==> src/sv/cf3_pkg.sv <==
// package for the 3x3 correlation filter: sizes, register indexes, job type
// and coefficient selection; no dependencies
`timescale 1ns / 1ps
package cf3_pkg;

    localparam int MaxWidth  = 1024;
    localparam int MaxHeight = 1024;
    localparam int MinSize   = 10;
    localparam int ColW      = $clog2(MaxWidth);
    localparam int RowW      = $clog2(MaxHeight);
    localparam int SizeW     = 11;
    localparam int CoefRowW  = 24;
    localparam int Taps      = 9;
    localparam int AccW      = 21;
    localparam int MagW      = 20;
    localparam int DsumW     = 12;
    localparam int DenW      = 11;
    localparam int CfgAddrW  = 3;

    // register indexes of the configuration port
    localparam logic [CfgAddrW-1:0] REG_COEF_TOP    = 3'd0;
    localparam logic [CfgAddrW-1:0] REG_COEF_MID    = 3'd1;
    localparam logic [CfgAddrW-1:0] REG_COEF_BOTTOM = 3'd2;
    localparam logic [CfgAddrW-1:0] REG_WIDTH       = 3'd3;
    localparam logic [CfgAddrW-1:0] REG_HEIGHT      = 3'd4;

    localparam logic [7:0] PixMax = 8'hFF;

    // one window to be filtered, row-major taps
    typedef struct packed {
        logic [Taps-1:0][7:0] win;
        logic [RowW-1:0]      row;
        logic [ColW-1:0]      col;
        logic                 last;
    } job_t;

    typedef struct packed {
        logic [CoefRowW-1:0] top;
        logic [CoefRowW-1:0] mid;
        logic [CoefRowW-1:0] bot;
    } coef_t;

    // signed coefficient of tap k (row k/3, column k%3)
    function automatic logic signed [7:0] coef_pick(coef_t cf, logic [3:0] k);
        logic [7:0] b;
        begin
            b = 8'd0;
            unique case (k)
                4'd0: b = cf.top[7:0];
                4'd1: b = cf.top[15:8];
                4'd2: b = cf.top[23:16];
                4'd3: b = cf.mid[7:0];
                4'd4: b = cf.mid[15:8];
                4'd5: b = cf.mid[23:16];
                4'd6: b = cf.bot[7:0];
                4'd7: b = cf.bot[15:8];
                4'd8: b = cf.bot[23:16];
                default: b = 8'd0;
            endcase
            return $signed(b);
        end
    endfunction

endpackage

==> src/sv/cf3_back.sv <==
// back end: serial multiply-accumulate over nine taps, restoring divide by
// the coefficient sum, clamp and output register; uses cf3_pkg
`timescale 1ns / 1ps
module cf3_back (
    input  logic              clk,
    input  logic              rst_n,
    input  cf3_pkg::coef_t    coef,
    input  logic              q_empty,
    output logic              q_pop,
    input  cf3_pkg::job_t     q_data,
    output logic              m_tvalid,
    input  logic              m_tready,
    output logic [31:0]       m_tdata,   // out_pixel, out_row, out_col, zero fill
    output logic              m_tlast    // last_of_frame
);
    import cf3_pkg::*;

    localparam logic [2:0] ST_IDLE = 3'd0;
    localparam logic [2:0] ST_MAC  = 3'd1;
    localparam logic [2:0] ST_PREP = 3'd2;
    localparam logic [2:0] ST_DIV  = 3'd3;
    localparam logic [2:0] ST_FIN  = 3'd4;

    logic [2:0]              state_reg;
    job_t                    job_reg;
    logic [4:0]              k_reg;
    logic signed [AccW-1:0]  acc_reg;
    logic signed [DsumW-1:0] dsum_reg;
    logic [MagW-1:0]         num_reg;
    logic [MagW-1:0]         quo_reg;
    logic [DenW-1:0]         den_reg;
    logic [DenW-1:0]         rem_reg;
    logic                    neg_reg;
    logic                    valid_reg;
    logic [7:0]              pix_reg;
    logic [RowW-1:0]         row_reg;
    logic [ColW-1:0]         col_reg;
    logic                    last_reg;
    logic signed [7:0]       cf;
    logic signed [16:0]      prod;
    logic [DenW:0]           trial;
    logic                    fits;
    logic signed [DsumW-1:0] dsum_nz;

    assign q_pop    = (state_reg == ST_IDLE) && !q_empty && !valid_reg;
    assign m_tvalid = valid_reg;
    assign m_tdata  = {4'd0, col_reg, row_reg, pix_reg};
    assign m_tlast  = last_reg;

    // one tap product per cycle
    assign cf    = coef_pick(coef, k_reg[3:0]);
    assign prod  = $signed({1'b0, job_reg.win[k_reg[3:0]]}) * $signed({{1{cf[7]}}, cf});
    assign trial = {rem_reg, num_reg[MagW-1]};
    assign fits  = trial >= {1'b0, den_reg};
    assign dsum_nz = (dsum_reg == '0) ? DsumW'(1) : dsum_reg;

    always_ff @(posedge clk or negedge rst_n)
    begin
        if (!rst_n)
        begin
            state_reg <= ST_IDLE;
            valid_reg <= 1'b0;
            k_reg     <= '0;
        end
        else
        begin
            if (valid_reg && m_tready)
            begin
                valid_reg <= 1'b0;
            end
            unique case (state_reg)
                ST_IDLE:
                begin
                    if (q_pop)
                    begin
                        k_reg     <= '0;
                        state_reg <= ST_MAC;
                    end
                end
                ST_MAC:
                begin
                    k_reg <= k_reg + 5'd1;
                    if (k_reg == 5'(Taps - 1))
                    begin
                        state_reg <= ST_PREP;
                    end
                end
                ST_PREP:
                begin
                    k_reg     <= '0;
                    state_reg <= ST_DIV;
                end
                ST_DIV:
                begin
                    k_reg <= k_reg + 5'd1;
                    if (k_reg == 5'(MagW - 1))
                    begin
                        state_reg <= ST_FIN;
                    end
                end
                ST_FIN:
                begin
                    valid_reg <= 1'b1;
                    state_reg <= ST_IDLE;
                end
                default: state_reg <= ST_IDLE;
            endcase
        end
    end

    // datapath
    always_ff @(posedge clk)
    begin
        unique case (state_reg)
            ST_IDLE:
            begin
                job_reg  <= q_data;
                acc_reg  <= '0;
                dsum_reg <= '0;
            end
            ST_MAC:
            begin
                acc_reg  <= acc_reg + AccW'(prod);
                dsum_reg <= dsum_reg + DsumW'(cf);
            end
            ST_PREP:
            begin
                num_reg <= acc_reg[AccW-1] ? MagW'(-acc_reg) : MagW'(acc_reg);
                den_reg <= dsum_nz[DsumW-1] ? DenW'(-dsum_nz) : DenW'(dsum_nz);
                neg_reg <= acc_reg[AccW-1] ^ dsum_nz[DsumW-1];
                rem_reg <= '0;
                quo_reg <= '0;
            end
            ST_DIV:
            begin
                num_reg <= {num_reg[MagW-2:0], 1'b0};
                rem_reg <= fits ? DenW'(trial - {1'b0, den_reg}) : trial[DenW-1:0];
                quo_reg <= {quo_reg[MagW-2:0], fits};
            end
            ST_FIN:
            begin
                if (neg_reg)
                begin
                    pix_reg <= 8'd0;
                end
                else if (quo_reg > MagW'(PixMax))
                begin
                    pix_reg <= PixMax;
                end
                else
                begin
                    pix_reg <= quo_reg[7:0];
                end
                row_reg  <= job_reg.row;
                col_reg  <= job_reg.col;
                last_reg <= job_reg.last;
            end
            default:
            begin
            end
        endcase
    end

endmodule

==> config.mk <==
export PLATFORM = sky130hd
export DESIGN_NAME = cf3_back
export DESIGN_NICKNAME = d
export VERILOG_FILES = /design/src/sv/cf3_pkg.sv /design/src/sv/cf3_back.sv
export SDC_FILE = /design/constraint.sdc
export NUM_CORES = 1
export LEC_CHECK = 0
export ABC_AREA = 1
export BUFFER_PORTS_ARGS = -buffer_cell sky130_fd_sc_hd__buf_2
export CAP_MARGIN = 20
export CORE_UTILIZATION = 35
export CTS_BUF_LIST = sky130_fd_sc_hd__clkbuf_4 sky130_fd_sc_hd__clkbuf_8 sky130_fd_sc_hd__clkbuf_16
export DETAILED_ROUTE_END_ITERATION = 10
export PLACE_DENSITY_LB_ADDON = 0.1
export SLEW_MARGIN = 25
export SYNTH_ARGS = -nofsm -noshare
export SYNTH_HDL_FRONTEND = slang
export SYNTH_SLANG_ARGS = --single-unit
==> constraint.sdc <==
create_clock -name clk -period 13.09 [get_ports clk]
set_clock_uncertainty 0.15 [all_clocks]
set_input_delay 1.9635 -clock clk [delete_from_list [all_inputs] [get_ports clk]]
set_output_delay 1.9635 -clock clk [all_outputs]
set_load 0.03 [all_outputs]
After elaboration in Yosys (flattened, before gate mapping)
Cells that the tools add are included.
Word-level totals
  bits in registers: 227
  bits of input ports: 169
  output and inout port bits: 35
  word-level logic and storage cells: 90
Cells by class
  $add $sub $neg: 6
  multiply operators: 1
  magnitude comparators: 3
  equal/unequal tests: 17
  muxes and demuxes: 21
  bitwise gates (word level): 1
  reduce and logical (&&, ||, !) cells: 15
Operators with widths (count)
  one-hot mux 20 bit (2 select lines): 2
  one-hot mux 8 bit (9 select lines): 1
  one-hot mux 21 bit (2 select lines): 1
  binary-select mux 8 bit (select 4 bit): 1
  one-hot mux 12 bit (2 select lines): 1
  2-to-1 mux 11 bit: 2
  one-hot mux 11 bit (2 select lines): 1
  adder 21 x 17 -> 21 bit: 1
  > comparator 20 x 8 -> 1 bit, second input constant: 1
  2-to-1 mux 20 bit: 1
  negation 20 bit: 1
  multiplier 9 x 8 -> 17 bit: 1
  equality test 4 x 3 -> 1 bit, second input constant: 4
  2-to-1 mux 8 bit: 2
  one-hot mux 5 bit (3 select lines): 1
  adder 12 x 8 -> 12 bit: 1
  greater-or-equal comparator 12 x 11 -> 1 bit: 1
  logical NOT 12 bit: 1
  2-to-1 mux 12 bit: 1
  one-hot mux 3 bit (4 select lines): 1
  negation 11 bit: 1
  subtractor 11 bit: 1
  2-to-1 mux 3 bit: 3
  equality test 4 x 2 -> 1 bit, second input constant: 2
  other kinds (22): 31

Longest topological paths before layout
  depth after elaboration: 5
  gate-level depth with buffers: 32
  mapped depth without buffers: 30

Least setup slack after synthesis
No wires, ideal clock.
  kind: input to register
  start: input coef[15] (netlist name)
  end: register acc_reg[18] (data pin)
  arrival time: 6.504 ns
  required time: 12.685 ns
  path slack: 6.182 ns
  stages on the path: 22
  path through: nand4_1 > nand2_1 > nor2_4 > nand3_2 > buf_6 > inv_2 > or2_1 > fa_1 > fa_1 > inv_1 > fa_1 > fa_1 > inv_1 > fa_1 > inv_1 > ha_1 > nand3_1 > nand2_1 > a21oi_1 > or2_2 > a21oi_1 > nor2_1
On the way
  word-level cells in the longest chain between the ends: 4
RTL lines
  start, declared: RTL line cf3_back.sv:7  | input cf3_pkg::coef_t coef,
  one-hot mux 8 bit (9 select lines): RTL line cf3_pkg.sv:48  | unique case (k)
  multiplier 9 x 8 -> 17 bit: RTL line cf3_back.sv:52  | assign prod = $signed({1'b0, job_reg.win[k_reg[3:0]]}) * $signed({{1{cf[7]}}, cf});
  adder 21 x 17 -> 21 bit: RTL line cf3_back.sv:123  | acc_reg <= acc_reg + AccW'(prod);
  one-hot mux 21 bit (2 select lines): RTL line cf3_back.sv:114  | unique case (state_reg)
  end signal, assigned: RTL line cf3_back.sv:123
  end, declared: RTL line cf3_back.sv:27  | logic signed [AccW-1:0] acc_reg;
Every way passes these cells.
A chain may end at the register's enable or synchronous reset.

Final worst setup path
  start: register k_reg[1]
  end: register acc_reg[18] (data pin)
On the way
  word-level cells in the longest chain between the ends: 5
  elaborated cells between the ends (all ways): 15
  classes of those cells: add/sub (1); mul (1); eq/ne (8); mux (4); reduce/logical (1)
RTL lines
  start, declared: RTL line cf3_back.sv:26  | logic [4:0] k_reg;
  start signal, assigned: RTL line cf3_back.sv:82  | k_reg <= k_reg + 5'd1;
  start signal, assigned: RTL line cf3_back.sv:95  | k_reg <= k_reg + 5'd1;
  binary-select mux 8 bit (select 4 bit), or another cell as far along: RTL line cf3_back.sv:52
  2-to-1 mux 8 bit (not written as such) / one-hot mux 8 bit (9 select lines) (equally long branches): RTL line cf3_back.sv:52, cf3_pkg.sv:48
  multiplier 9 x 8 -> 17 bit (*): RTL line cf3_back.sv:52
  adder 21 x 17 -> 21 bit (*): RTL line cf3_back.sv:123
  one-hot mux 21 bit (2 select lines) (*): RTL line cf3_back.sv:114
Mark *: on every way between the ends. The rest lies on a longest branch, timed or not. The select of a mux whose other input is x is not followed.

==> results.json <==
{
  "initial_core_util": 0.358,
  "cts_tree": "yes",
  "grt-ovfl-total": 0,
  "dp_hpwl_um": 29800,
  "crit_path_max_fanout": 25,
  "status": "finished clean",
  "postCtsSetupBuffers": 0,
  "cts_root_buf": "clkbuf_16",
  "fin_hold_ws_ns": 0.266,
  "die_area_sq_mm": 0.0417,
  "syn_area_per_cell_sq_um": 9.28,
  "maxSlewHeadroom": 0.418,
  "yosysWarningCount": 0,
  "worst_pin_slew_ns": 0.873,
  "die_w_um": 204,
  "drt_drc_violations_left": 0,
  "syn_area_sq_mm": 0.0143,
  "slowest_stage": "ha_1",
  "synth-seq-cells": 227,
  "ctsHoldBuffers": 0,
  "routed_wl_um": 38700,
  "cts_resized": 0,
  "cts_buffers": 26,
  "clk_pin_slew_worst_paths_ns": 0.07,
  "seq_area_frac_synth": 0.473,
  "ys_dominant_reg_cell": "edfxtp_1",
  "rows": 73,
  "period_needed_ns": 7.22,
  "drt_iter0_drc": 725,
  "slew_viol_final": 0,
  "final_nets": 2056,
  "grt_pass1_vias": 11100,
  "holdPathStages": 0,
  "worstPathRequired_ns": 13.25,
  "post-route-period-util": 0.551,
  "hold_viol_final": 0,
  "tns_ns": 0,
  "syn_inst": 1542,
  "fillers": 4028,
  "gp_congestion": 0.895,
  "max_clock_freq_ghz": 0.139,
  "track_usage": 0.191,
  "worstSetupPathType": "reg -> reg",
  "final_antenna_net_count": 0,
  "arrival_ns": 7.38,
  "grt_max_degree": 69,
  "rsz0062_at_grt": "no",
  "antenna_found_initial": 4,
  "portBuffers": 199,
  "drv_cap": 0,
  "r2r_cells": 25,
  "ys_types": 48,
  "holdCritPathClass": "reg -> reg",
  "final_util": 0.416,
  "clock_path_buffers": 3,
  "coreArea_sq_mm": 0.0400,
  "htreeDepth": 1,
  "via_per_inst": 4.83,
  "wl_per_cell_um": 16.9,
  "grt_first_pass_wirelength_um": 61900,
  "crit_path_start_kind": "register",
  "synthArstFlopShare": 0.0396,
  "clock_sinks": 227,
  "clock_latency_ns": 0.56,
  "io_pins": 204,
  "vias": 11100,
  "area_growth_pct": 16.4,
  "setup_viol": 0,
  "largest_reg_flops": 93,
  "synth_edf_count": 218,
  "critPathMaxStageDelay_ns": 0.62,
  "first_pass_iters": 5,
  "crit_path_end_kind": "register",
  "fp.dieH_um": 204,
  "layout-drive-gt1-share": 0.169
}
## cells by family after synthesis
| logic type | share of synthesized area |
|---|---|
| other | 0.000262 |
| flip-flops | 0.473 |
| AND/OR/NAND/NOR | 0.203 |
| XOR/XNOR | 0.0178 |
| adder cells (fa/ha/maj) | 0.156 |
| AO/OA/AOI/OAI | 0.0710 |
| buffers and inverters | 0.0783 |
## final cells by class
class | instances | area (sq um) | share of cell area
diodes | 4 | 10.0 | 0.000601
clock buffers | 30 | 681 | 0.0409
clock inverters | 16 | 115 | 0.00691
inverters | 237 | 891 | 0.0535
multi-input cells | 1039 | 6440 | 0.387
flip-flops and latches | 227 | 6770 | 0.407
well taps | 525 | 657 | 0.0395
repair buffers | 210 | 1080 | 0.0648
## worst max-delay path, delay by kind of cell (launching register included)
family	cells	cell delay, ns
fa+ha+maj	7	3.58
simple gates	8	1.64
buf+inv	8	0.96
flops	1	0.36
compound gates	2	0.26
## cell usage in the layout (no fill, tap or decap), types with 8 or more instances in the layout
cell,count
nor2_1,190
buf_2,199
clkbuf_16,26
clkinv_2,8
xor2_1,23
nand4_1,26
a21oi_1,72
buf_4,11
o21ai_0,68
ha_1,92
inv_1,219
fa_1,54
edfxtp_1,218
inv_2,16
nand2_1,326
dfrtp_1,9
nand3_1,93
## cell usage after synthesis (9+ instances only)
cell type | count | share of area
a21oi_1 | 72 | 0.025
buf_2 | 15 | 0.0052
clkbuf_1 | 16 | 0.0042
dfrtp_1 | 9 | 0.016
edfxtp_1 | 218 | 0.46
fa_1 | 54 | 0.076
ha_1 | 92 | 0.080
inv_1 | 221 | 0.058
inv_2 | 15 | 0.0039
nand2_1 | 326 | 0.086
nand3_1 | 93 | 0.033
nand4_1 | 26 | 0.011
nor2_1 | 194 | 0.051
o21ai_0 | 68 | 0.024
xor2_1 | 23 | 0.014
## layer usage
| metal | GRT usage | wire (um) |
|---|---|---|
| met4 | 0.0493 | 964 |
| met1 | 0.256 | 17500 |
| met2 | 0.326 | 18600 |
| met3 | 0.0228 | 1640 |
| met5 | 0 | 0 |
## per-stage QoR
step,instance area (sq um),instances,setup WS [ns]
detailed placement,15800,2238,5.39
global placement,15800,2238,5.48
floorplan,14300,1545,6.18
global route,16600,2288,5.48
CTS,16600,2284,5.86
finish,16600,2288,5.87
## worst paths after layout
| kind | from | endpoint | slack (ns) |
|---|---|---|---|
| worst max-delay path | k_reg[1] | acc_reg[18] | 5.87 |
| worst min-delay path | job_reg[18] | row_reg[7] | 0.27 |
| worst max register to register | k_reg[1] | acc_reg[18] | 5.87 |
| worst min register to register | job_reg[18] | row_reg[7] | 0.27 |
| max in group asynchronous | rst_n | k_reg[3] | 11.46 |
| min in group asynchronous | rst_n | k_reg[1] | 1.12 |
Power is not shown: default switching activity piles up to over one toggle a cycle in this logic, so the estimate is an artifact.
