**src/sv/cf3_pkg.sv**
```systemverilog
// package for the 3x3 correlation filter: sizes, register indexes, job type
// and coefficient selection; no dependencies
`timescale 1ns / 1ps
package cf3_pkg;

    localparam int MaxWidth  = 1024;
    localparam int MaxHeight = 1024;
    localparam int MinSize   = 10;
    localparam int ColW      = $clog2(MaxWidth);
    localparam int RowW      = $clog2(MaxHeight);
    localparam int SizeW     = 11;
    localparam int CoefRowW  = 24;
    localparam int Taps      = 9;
    localparam int AccW      = 21;
    localparam int MagW      = 20;
    localparam int DsumW     = 12;
    localparam int DenW      = 11;
    localparam int CfgAddrW  = 3;

    // register indexes of the configuration port
    localparam logic [CfgAddrW-1:0] REG_COEF_TOP    = 3'd0;
    localparam logic [CfgAddrW-1:0] REG_COEF_MID    = 3'd1;
    localparam logic [CfgAddrW-1:0] REG_COEF_BOTTOM = 3'd2;
    localparam logic [CfgAddrW-1:0] REG_WIDTH       = 3'd3;
    localparam logic [CfgAddrW-1:0] REG_HEIGHT      = 3'd4;

    localparam logic [7:0] PixMax = 8'hFF;

    // one window to be filtered, row-major taps
    typedef struct packed {
        logic [Taps-1:0][7:0] win;
        logic [RowW-1:0]      row;
        logic [ColW-1:0]      col;
        logic                 last;
    } job_t;

    typedef struct packed {
        logic [CoefRowW-1:0] top;
        logic [CoefRowW-1:0] mid;
        logic [CoefRowW-1:0] bot;
    } coef_t;

    // signed coefficient of tap k (row k/3, column k%3)
    function automatic logic signed [7:0] coef_pick(coef_t cf, logic [3:0] k);
        logic [7:0] b;
        begin
            b = 8'd0;
            unique case (k)
                4'd0: b = cf.top[7:0];
                4'd1: b = cf.top[15:8];
                4'd2: b = cf.top[23:16];
                4'd3: b = cf.mid[7:0];
                4'd4: b = cf.mid[15:8];
                4'd5: b = cf.mid[23:16];
                4'd6: b = cf.bot[7:0];
                4'd7: b = cf.bot[15:8];
                4'd8: b = cf.bot[23:16];
                default: b = 8'd0;
            endcase
            return $signed(b);
        end
    endfunction

endpackage

```
**src/sv/cf3_queue.sv**
```systemverilog
// two-entry job queue between front and back end
// uses cf3_pkg
`timescale 1ns / 1ps
module cf3_queue (
    input  logic          clk,
    input  logic          rst_n,
    input  logic          push,
    input  cf3_pkg::job_t push_data,
    input  logic          pop,
    output cf3_pkg::job_t pop_data,
    output logic          full,
    output logic          empty
);
    import cf3_pkg::*;

    job_t       mem_reg [2];
    logic       wptr_reg;
    logic       rptr_reg;
    logic [1:0] count_reg;

    assign full     = (count_reg == 2'd2);
    assign empty    = (count_reg == 2'd0);
    assign pop_data = mem_reg[rptr_reg];

    // pointers and fill count
    always_ff @(posedge clk or negedge rst_n)
    begin
        if (!rst_n)
        begin
            wptr_reg  <= 1'b0;
            rptr_reg  <= 1'b0;
            count_reg <= 2'd0;
        end
        else
        begin
            if (push)
            begin
                wptr_reg <= ~wptr_reg;
            end
            if (pop)
            begin
                rptr_reg <= ~rptr_reg;
            end
            count_reg <= count_reg + 2'(push) - 2'(pop);
        end
    end

    // entry storage
    always_ff @(posedge clk)
    begin
        if (push)
        begin
            mem_reg[wptr_reg] <= push_data;
        end
    end

endmodule

```
**config.mk**
```make
export PLATFORM = sky130hd
export DESIGN_NAME = cf3_queue
export DESIGN_NICKNAME = d
export VERILOG_FILES = /design/src/sv/cf3_pkg.sv /design/src/sv/cf3_queue.sv
export SDC_FILE = /design/constraint.sdc
export NUM_CORES = 1
export LEC_CHECK = 0
export ABC_AREA = 1
export BUFFER_PORTS_ARGS = -buffer_cell sky130_fd_sc_hd__buf_2
export CORE_ASPECT_RATIO = 1.2
export CORE_MARGIN = 3
export CORE_UTILIZATION = 50
export DETAILED_ROUTE_END_ITERATION = 12
export PLACE_DENSITY = 0.8
export SLEW_MARGIN = 20
export SYNTH_ARGS = -nofsm -noshare
export SYNTH_HDL_FRONTEND = slang
export SYNTH_SLANG_ARGS = --single-unit
```
**constraint.sdc**
```tcl
create_clock -name clk -period 10.8 [get_ports clk]
set_clock_uncertainty 0.15 [all_clocks]
set_input_delay 0.54 -clock clk [delete_from_list [all_inputs] [get_ports clk]]
set_output_delay 0.54 -clock clk [all_outputs]
set_load 0.03 [all_outputs]
```
== Yosys cells after proc, flatten, opt, wreduce, memory -nomap -nowiden ==
Memories as Yosys holds them, arrays and structs flattened.
Index checks and enable logic that the tools add are counted.

* Add/subtract/negate cells: 2
* Equality and inequality tests: 1
* Multiplexer cells: 2
* Bitwise operators: 2
* Reduce and logical (&&, ||, !) cells: 1

{| class="wikitable"
|+ Operators by type and width
! kind !! count
|-
| 2-bit by 1-bit adder with 2-bit output || 1
|-
| 2-bit == test, second input constant || 1
|-
| 2-bit logical NOT || 1
|-
| 1-bit 2-to-1 mux || 2
|-
| 1-bit inverter || 2
|-
| 2-bit by 1-bit subtractor with 2-bit output || 1
|}

* Register bits: 4
* RAM bits: 186
* Bits of input ports: 97
* Output and inout port bits: 95
* Logic and storage cells: 12
* Memories: 1

{| class="wikitable"
|+ Memory list
! memory !! words !! width !! rd ports !! clocked after Yosys merged registers in !! wr ports !! line !! RTL
|-
| mem_reg || 2 || 93 || 1 || 0 || 1 || cf3_queue.sv:16 || <nowiki>job_t mem_reg [2];</nowiki>
|}

== Depth between registers and ports, before layout ==
Gate-level depths: netlist of run 1.

* Depth in word-level cells: 2
* Depth in mapped cells: 7
* Depth with buffers taken out: 7

== Worst setup path after synthesis of run 1 ==
Ideal clock, no wire load.

* Path type: input to register
* From: in push
* To: mem mem_reg[0][0] (netlist name) (enable)
* Setup time: 0.548 ns
* Data arrival time: 4.474 ns
* Required time: 10.102 ns
* Path slack: 5.628 ns
* Cell stages on the path: 2
* Buffers on the path: 0
* Cells stage by stage: inv_1 nor2_1

* Cells in the longest elaborated chain, start to end: 2

{| class="wikitable"
|+ RTL lines
! element !! line !! RTL
|-
| start, declared || cf3_queue.sv:7 || <nowiki>input logic push,</nowiki>
|-
| 1-bit 2-to-1 mux || cf3_queue.sv:51 || <nowiki>if (push)</nowiki>
|-
| 1-bit 2-to-1 mux (not written as such) || cf3_queue.sv:53 || <nowiki>mem_reg[wptr_reg] <= push_data;</nowiki>
|-
| end, declared || cf3_queue.sv:16 ||
|}

No other way between the ends.

==> results of run 1 <==
==> cells by family after synthesis <==
group,Yosys count,synth area share
xor gates and xnor gates,2,0.00240
buffers and inverters,121,0.0773
adders and majority gates,2,0.00343
DFF,190,0.779
AOI/OAI and AO/OA,93,0.0844
and+or+nand+nor,103,0.0532
==> synth_stat cells <==
library cell	n	area share
edfxtp_1	186	0.77
inv_1	100	0.051
nand2_1	99	0.051
o21ai_0	46	0.032
o21ai_2	40	0.048
buf_6	13	0.020
o21ai_1	7	0.0048
clkbuf_1	4	0.0021
dfrtp_1	4	0.014
buf_4	3	0.0031
nor2_1	3	0.0015
ha_1	2	0.0034
xor2_1	2	0.0024
buf_2	1	0.00069
nand3_1	1	0.00069
==> repair_timing <==
action                    in CTS  in global routing
buffers inserted               0                  0
hold endpoints to repair       4                  0
hold buffers                   1                  0
==> per-stage QoR <==
| stage | area, µm² | power [mW] |
|---|---|---|
| after global routing | 8890 | 2.70 |
| after detailed placement | 8320 | 2.03 |
| final | 8890 | 2.56 |
| after CTS | 8840 | 2.58 |
| after global placement | 8320 | 2.00 |
| after floorplan | 7300 | 1.80 |
==> placed cells by master, fill, tap and decap left out <==
| master | synthesis | layout |
|---|---|---|
| clkinvlp_4 | 0 | 2 |
| buf_2 | 1 | 191 |
| dfrtp_4 | 0 | 1 |
| dlygate4sd3_1 | 0 | 1 |
| inv_4 | 0 | 1 |
| clkinv_1 | 0 | 2 |
| buf_4 | 3 | 3 |
| dfrtp_1 | 4 | 3 |
| inv_1 | 100 | 99 |
| o21ai_1 | 7 | 7 |
| clkbuf_16 | 0 | 17 |
| clkinv_4 | 0 | 1 |
| nor2_4 | 0 | 1 |
| o21ai_2 | 40 | 40 |
| bufinv_16 | 0 | 1 |
| buf_16 | 0 | 1 |
| nand2_1 | 99 | 99 |
| buf_12 | 0 | 1 |
| buf_6 | 13 | 1 |
| nand3_1 | 1 | 1 |
| xor2_1 | 2 | 2 |
| edfxtp_1 | 186 | 186 |
| ha_1 | 2 | 2 |
| o21ai_0 | 46 | 46 |
| nor2_1 | 3 | 2 |
| clkbuf_1 | 4 | 4 |
| clkinv_2 | 0 | 2 |
==> power groups by stage <==
stage	Combinational (mW)	Sequential [mW]	Clock [mW]
floorplan	0.767	1.04	0
global placement	0.978	1.02	0
detailed placement	1.00	1.03	0
CTS	1.00	1.02	0.561
global route	1.08	1.03	0.590
finish	1.00	1.01	0.546
==> layout make-up <==
cell class              instances  area share
flip-flops and latches        190       0.640
multi-input cells             200       0.118
repair buffers                198       0.118
clock buffers                  21      0.0495
inverters                     100      0.0425
well taps                     171      0.0241
clock inverters                 8     0.00802
==> routing by layer <==
layer,part of all wire,vias to the layer above,GRT usage
met5,0.00097,-,0
li1,-,2122,-
met4,0.025,2,0.0806
met1,0.38,2025,0.196
met3,0.064,25,0.0520
met2,0.53,158,0.285
==> worst max-delay path by stage <==
stage | endpoint | slack, ps | cells past startpoint
after floorplan | mem_reg[0][0] | 5630 | 2
after global placement | pop_data[20] | 7490 | 4
after detailed placement | pop_data[20] | 7410 | 4
after CTS | pop_data[20] | 6930 | 4
after global routing | pop_data[20] | 7010 | 4
final | pop_data[20] | 7290 | 4
==> key figures, run 1 <==
Outcome
  • Run status: finished, final reports clean

Power
  • Switching power: 1.02 mW
  • Peak supply drop: 0.247 mV
  • Internal Power: 1.54 mW
  • Clock power share: 0.213
  • Cell Pwr Density: 288 mW/mm²
  • Sw Ratio: 0.398
  • Sequential Power Share: 0.396
  • Leak: 3.82 nW
  • Combinational share of power: 0.391

Synthesis
  • Post-synthesis area per instance: 14.3 µm²
  • Cell variety after synth: 15
  • Sequential area share after synthesis: 0.779
  • #FFs+latches synth: 190
  • Mapped cell area: 0.00730 mm²
  • Synth Warn #: 0
  • Mapped Nets: 610
  • Post-Syn Instances: 511

Detailed routing
  • Routed Antenna Nets: 0
  • Detailed-router iteration count before antenna repair: 4
  • Routed vias/inst: 4.88
  • Starting DRT DRC Count: 296
  • Routed wire length: 13300 µm
  • Drt drc: 0
  • Via Count: 4332
  • Routed WL per cell: 15.0 µm

Clock network
  • CTS resizes: 0
  • # clock sinks: 190
  • Clock Path Buffers: 2
  • CTS tree: built
  • Clk root buf: clkbuf_16
  • Clk Latency, worst-skew pair: 420 ps
  • Clock slew at reported path FFs: 60 ps
  • H-tree levels: 4
  • TritonCTS Buffers: 17

Setup path
  • CP max stage cell: buf_4
  • Largest stage delay, worst path: 700 ps
  • Crit path required time: 10110 ps
  • Arrival time at the worst endpoint: 2820 ps
  • Path depth of the worst reg2reg path: 3
  • Flop2flop setup slack: 8590 ps
  • Critical R2R Launch: wptr_reg
  • Worst r2r dst: mem_reg[1][46]
  • WP buf/inv: 3
  • CP startpoint: rptr_reg
  • Max FO, Critical Path: 126
  • Delay-heaviest family, CP: buffers and inverters
  • Kind of critical path: reg -> out
  • Critical Path, Cell by Cell: buf_6, buf_4, o21ai_0, buf_2
  • Startpoint types: register
  • Worst Setup End Kind: output pin

Hold path
  • HP Class: in -> reg
  • HP Start: push_data[12]
  • Worst Hold Endpoint: mem_reg[0][12]
  • Hold Path Depth: 1

Timing
  • Crit path time final: 3510 ps
  • Part of the cycle the worst path needs: 0.325
  • Hold_ws: 155 ps
  • RSZ-0062 raised after global routing: no
  • F_max: 0.284 GHz
  • Setup TNS: 0 ps
  • Final Worst Setup Slack: 7290 ps
  • Fin. Hold Viols: 0
  • Final Max Tran Viols: 0
  • Slew @ Worst Pin: 854 ps
  • Relative slew slack: 0.431
  • Setup-failing EPs final: 0

Global routing
  • GRT Resource Usage Total: 0.170
  • Vias in the first global route: 4371
  • GRT overflow: 0
  • Largest net degree at the start of global routing: 127
  • First-pass GRT wire length: 20800 µm
  • Initial antenna violation count: 1

Placement
  • Place WS: 7410 ps
  • DP HPWL: 8990 µm
  • Final GP Congestion: 0.752
  • Placed Cells: 856
  • # port buffers: 191

Floorplan
  • Die W: 116 µm
  • Die ar.: 0.0161 mm²
  • Core ar.: 0.0141 mm²
  • Die Height: 138 µm
  • Row cnt: 47
  • Starting Density: 0.519
  • Ports: 192

Cells and area
  • Max FFs per register: 186
  • Layout cells sized above 1: 0.367
  • Area of the multi-input gates: 0.00105 mm²
  • Final core area utilization: 0.633
  • Fill cell count: 1029
  • Storage element area: 0.00569 mm²
  • Post-route insts no fill: 888
  • Nets: 806
  • Syn-to-layout area delta: 21.9%
  • Number of antenna diodes: 0

Run
  • Max cap viols: 0
(Power assumes the default switching activity.)
==> inputs of run 2 (changes only) <==
==> constraint.sdc (replaced) <==
create_clock -name clk -period 3.3 [get_ports clk]
set_clock_uncertainty 0.15 [all_clocks]
set_input_delay 0.165 -clock clk [delete_from_list [all_inputs] [get_ports clk]]
set_output_delay 0.165 -clock clk [all_outputs]
set_load 0.03 [all_outputs]
==> key figures, run 2 (synthesized netlist as in run 1, its figures left out) <==
Detailed routing
  • Routed wire length: 15500 µm (+16%)
  • Starting DRT DRC Count: 248 (-16%)
  • Detailed-router iteration count before antenna repair: 5 (+1)
  • Routed WL per cell: 15.7 µm (+4.7%)
  • Drt drc: 0 (unchanged)
  • Routed vias/inst: 4.79 (-1.7%)
  • Routed Antenna Nets: 0 (unchanged)
  • Via Count: 4726 (+9.1%)

Placement
  • Placed Cells: 856 (unchanged)
  • # port buffers: 191 (unchanged)
  • Area of placed instances: 0.00836 mm² (+0.45%)
  • DP HPWL: 9010 µm (+0.26%)
  • Final GP Congestion: 0.741 (-1.4%)
  • Place WS: 1370 ps (-6040 ps)

Clock network
  • TritonCTS Buffers: 17 (unchanged)
  • CTS resizes: 0 (unchanged)
  • CTS tree: built
  • Clk root buf: clkbuf_16
  • Setup Buffers After CTS: 0 (unchanged)
  • Hold-fix buffers, CTS: 97 (+96)
  • H-tree levels: 4 (unchanged)
  • Clock slew at reported path FFs: 70 ps (about the same)
  • Clock Path Buffers: 2 (unchanged)
  • Clk Latency, worst-skew pair: 410 ps (about the same)
  • # clock sinks: 190 (unchanged)

Global routing
  • GRT overflow: 0 (unchanged)
  • First-pass GRT wire length: 24400 µm (+17%)
  • Initial antenna violation count: 1 (unchanged)
  • Largest net degree at the start of global routing: 128 (+0.79%)
  • Vias in the first global route: 5005 (+15%)
  • GRT Resource Usage Total: 0.199 (+0.0288)

Timing
  • Fin. Hold Viols: 0 (unchanged)
  • Crit path time final: 2440 ps
  • RSZ-0062 raised after global routing: no
  • Relative slew slack: 0.596 (+0.165)
  • F_max: 0.410 GHz
  • Final Worst Setup Slack: 861 ps (-6420 ps)
  • Final Max Tran Viols: 0 (unchanged)
  • Setup-failing EPs final: 0 (unchanged)
  • Part of the cycle the worst path needs: 0.739
  • Setup TNS: 0 ps (unchanged)
  • Slew @ Worst Pin: 607 ps (-247 ps)
  • Hold_ws: 321 ps (+166 ps)

Setup path
  • Path depth of the worst reg2reg path: 3 (unchanged)
  • Max FO, Critical Path: 127 (+0.79%)
  • Crit path to: pop_data[21]
  • Critical R2R Launch: wptr_reg
  • Arrival time at the worst endpoint: 2120 ps (-700 ps)
  • Crit path required time: 2980 ps (-7130 ps)
  • Worst r2r dst: mem_reg[1][88]
  • CP startpoint: rptr_reg
  • Worst Setup End Kind: output pin
  • Flop2flop setup slack: 1430 ps (-7160 ps)
  • Startpoint types: register
  • Kind of critical path: reg -> out

Power
  • Peak supply drop: 0.608 mV (+150%)
  • Leak: 4.23 nW (+11%)
  • Total power: 8.65 mW (+240%)
  • Cell Pwr Density: 875 mW/mm² (+200%)

Cells and area
  • Commonest non-fill, non-tap cell in the layout: buf_2
  • Nets: 900 (+12%)
  • Layout cells sized above 1: 0.324 (-0.0425)
  • Final core area utilization: 0.704 (+0.0709)
  • Post-route insts no fill: 986 (+11%)
  • Commonest cells after routing, fill and taps aside: buf_2, edfxtp_1, inv_1, nand2_1, dlygate4sd3_1
  • Final instance area: 0.00989 mm² (+11%)
  • Syn-to-layout area delta: 35.6%
  • Max FFs per register: 186 (unchanged)
  • Fill cell count: 899 (-13%)

Floorplan
  • Starting Density: 0.519 (unchanged)
  • Ports: 192 (unchanged)
  • Die Height: 138 µm (unchanged)
  • Die ar.: 0.0161 mm² (unchanged)
  • Core ar.: 0.0141 mm² (unchanged)
  • Die W: 116 µm (unchanged)
  • Row cnt: 47 (unchanged)

Outcome
  • Run status: finished, final reports clean

Run
  • Max cap viols: 0 (unchanged)

Hold path
  • HP Class: in -> reg
## run 2: cell count changes in the layout (fill, tap and decap cells not counted), sizes merged
cell and change:
clkinv +2, dlygate4sd3 +96, diode +1, clkinvlp +1, bufinv +1, clkbuf -1
buf -2
## run 2: power breakdown
group	total [mW]	switching [mW]	internal (mW)
clock network	1.92	0.813	1.11
registers	3.39	0.181	3.21
logic	3.34	2.45	0.894
## run 2: worst min-delay path by stage
stage	start	endpoint	slack (ps)	depth (start not counted)
after global routing	push_data[73]	mem_reg[0][73]	300	2
after floorplan	rst_n	count_reg[0]	-280	0
final	push_data[23]	mem_reg[0][23]	320	2
after detailed placement	rst_n	count_reg[0]	-160	1
after CTS	push_data[24]	mem_reg[1][24]	290	2
after global placement	rst_n	count_reg[0]	-160	1
## run 2: critical path: stages, from the launching register on
cell and delay [ps]:
dfrtp_4 640, buf_12 430, nand2_1 170, o21ai_0 140
buf_2 240
## run 2: area by class of cell
type,count,area (µm²),area share
diodes,1,2.50,0.000253
well taps,171,214,0.0216
clock inverters,12,121,0.0123
inverters,100,378,0.0382
clock buffers,20,437,0.0442
multi-input cells,200,1050,0.107
repair buffers,292,1990,0.202
flip-flops and latches,190,5690,0.575
## run 2: routing by layer
layer	global-route usage	vias to the layer above	part of all wire
met5	0	-	0
met4	0.0806	0	0.025
met3	0.0586	29	0.057
met2	0.353	167	0.56
met1	0.218	2218	0.36
li1	-	2312	-
==> inputs of run 3 (changes only) <==
==> constraint.sdc (replaced) <==
create_clock -name clk -period 2.29 [get_ports clk]
set_clock_uncertainty 0.15 [all_clocks]
set_input_delay 0.1145 -clock clk [delete_from_list [all_inputs] [get_ports clk]]
set_output_delay 0.1145 -clock clk [all_outputs]
set_load 0.03 [all_outputs]
==> key figures, run 3 (synthesized netlist as in run 1, its figures left out) <==
Cells and area
  • Commonest cells after routing, fill and taps aside: buf_2, edfxtp_1, inv_1, nand2_1, dlygate4sd3_1
  • Nets: 906 (+0.67%)
  • Post-route insts no fill: 995 (+0.91%)
  • Max FFs per register: 186 (unchanged)
  • Final core area utilization: 0.715 (+0.0113)
  • Final instance area: 0.0100 mm² (+1.6%)
  • Syn-to-layout area delta: 37.7%
  • Layout cells sized above 1: 0.337 (+0.0123)
  • Commonest non-fill, non-tap cell in the layout: buf_2

Floorplan
  • Die ar.: 0.0161 mm² (unchanged)
  • Starting Density: 0.519 (unchanged)
  • Ports: 192 (unchanged)
  • Core ar.: 0.0141 mm² (unchanged)
  • Die Height: 138 µm (unchanged)
  • Row cnt: 47 (unchanged)
  • Die W: 116 µm (unchanged)

Clock network
  • Clock Path Buffers: 2 (unchanged)
  • H-tree levels: 4 (unchanged)
  • # clock sinks: 190 (unchanged)
  • Clock slew at reported path FFs: 70 ps (about the same)
  • TritonCTS Buffers: 17 (unchanged)
  • CTS tree: built
  • CTS resizes: 0 (unchanged)
  • Clk Latency, worst-skew pair: 420 ps (about the same)
  • Clk root buf: clkbuf_16

Placement
  • DP HPWL: 9450 µm (+4.9%)
  • Placed Cells: 861 (+0.58%)
  • # port buffers: 191 (unchanged)
  • Place WS: 470 ps (-902 ps)
  • Area of placed instances: 0.00842 mm² (+0.79%)
  • Final GP Congestion: 0.756 (+2.0%)

Setup path
  • WP buf/inv: 2 (unchanged)
  • Worst Setup End Kind: output pin
  • CP max stage cell: dfrtp_4
  • Critical Path, Cell by Cell: buf_12, nand2_1, o21ai_0, buf_2
  • Delay-heaviest family, CP: flip-flops
  • Arrival time at the worst endpoint: 1900 ps (-220 ps)
  • Max FO, Critical Path: 54 (-57%)
  • Startpoint types: register
  • Crit path required time: 2030 ps (-950 ps)
  • Kind of critical path: reg -> out
  • Largest stage delay, worst path: 660 ps (+20 ps)

Global routing
  • Largest net degree at the start of global routing: 55 (-57%)
  • GRT Resource Usage Total: 0.205 (+0.00640)
  • GRT overflow: 0 (unchanged)
  • First-pass GRT wire length: 25100 µm (+2.8%)
  • Vias in the first global route: 5109 (+2.1%)
  • Initial antenna violation count: 3 (+2)

Power
  • Cell Pwr Density: 1280 mW/mm² (+47%)
  • Leak: 4.29 nW (+1.5%)
  • Internal Power: 7.77 mW (+49%)
  • Sw Ratio: 0.398 (-0.000411)
  • Total power: 12.9 mW (+49%)
  • Peak supply drop: 0.730 mV (+20%)
  • Switching power: 5.13 mW (+49%)
  • Sequential Power Share: 0.379 (-0.013)
  • Combinational share of power: 0.388 (+0.002)
  • Clock power share: 0.233 (+0.011)

Detailed routing
  • Detailed-router iteration count before antenna repair: 4 (-1)
  • Starting DRT DRC Count: 296 (+19%)
  • Routed vias/inst: 4.88 (+1.8%)
  • Routed wire length: 16100 µm (+3.6%)
  • Routed Antenna Nets: 0 (unchanged)
  • Routed WL per cell: 16.1 µm (+2.6%)
  • Via Count: 4853 (+2.7%)
  • Drt drc: 0 (unchanged)

Timing
  • Relative slew slack: 0.626 (+0.0305)
  • RSZ-0062 raised after global routing: no
  • Slew @ Worst Pin: 561 ps (-45.8 ps)
  • Final Worst Setup Slack: 127 ps (-734 ps)
  • Hold_ws: 260 ps (-61.1 ps)
  • F_max: 0.462 GHz
  • Fin. Hold Viols: 0 (unchanged)
  • Part of the cycle the worst path needs: 0.945
  • Final Max Tran Viols: 0 (unchanged)
  • Crit path time final: 2160 ps
  • Setup TNS: 0 ps (unchanged)
  • Setup-failing EPs final: 0 (unchanged)

Hold path
  • HP Class: in -> reg

Run
  • Max cap viols: 0 (unchanged)

Outcome
  • Run status: finished, final reports clean
## run 3: power groups by stage
stage,clock network [mW],registers (mW),logic (mW)
2_1_floorplan,0,4.84,3.62
3_3_place_gp,0,4.97,4.61
3_5_place_dp,0,5.01,4.71
4_1_cts,3.06,4.89,5.00
5_1_grt,3.20,4.95,5.38
6_report,3.00,4.88,5.00
## run 3: layer usage
metal,GRT usage,up-vias,part of all wire
met2,0.353,185,0.54
met4,0.120,0,0.046
met1,0.223,2286,0.36
met3,0.0542,52,0.055
met5,0,-,0
li1,-,2330,-
## run 3: worst paths after layout
check / from / cells after the start / slack, ps / end
min: push_data[28] / 2 / 260 / mem_reg[1][28]
min reg2reg: wptr_reg / 1 / 410 / wptr_reg
max reg2reg: wptr_reg / 3 / 620 / mem_reg[1][28]
max: rptr_reg / 4 / 130 / pop_data[41]
max in group asynchronous: rst_n / 3 / 1310 / rptr_reg
min in group asynchronous: rst_n / 3 / 480 / count_reg[0]
## run 3: timing repair
| action | in CTS | in global routing |
|---|---|---|
| hold endpoints to repair | 193 | 0 |
| hold buffers | 97 | 0 |
| buffers inserted | 1 | 0 |
| setup endpoints to repair | 1 | 0 |
## run 3: layout make-up
cell class,count,area [µm²]
tap,171,214
clock buffer,17,425
multi-input combinational,200,1060
sequential,190,5690
timing repair buffer,298,2080
fill,855,4010
inverter,100,379
clock inverter,15,190
antenna,4,10.0
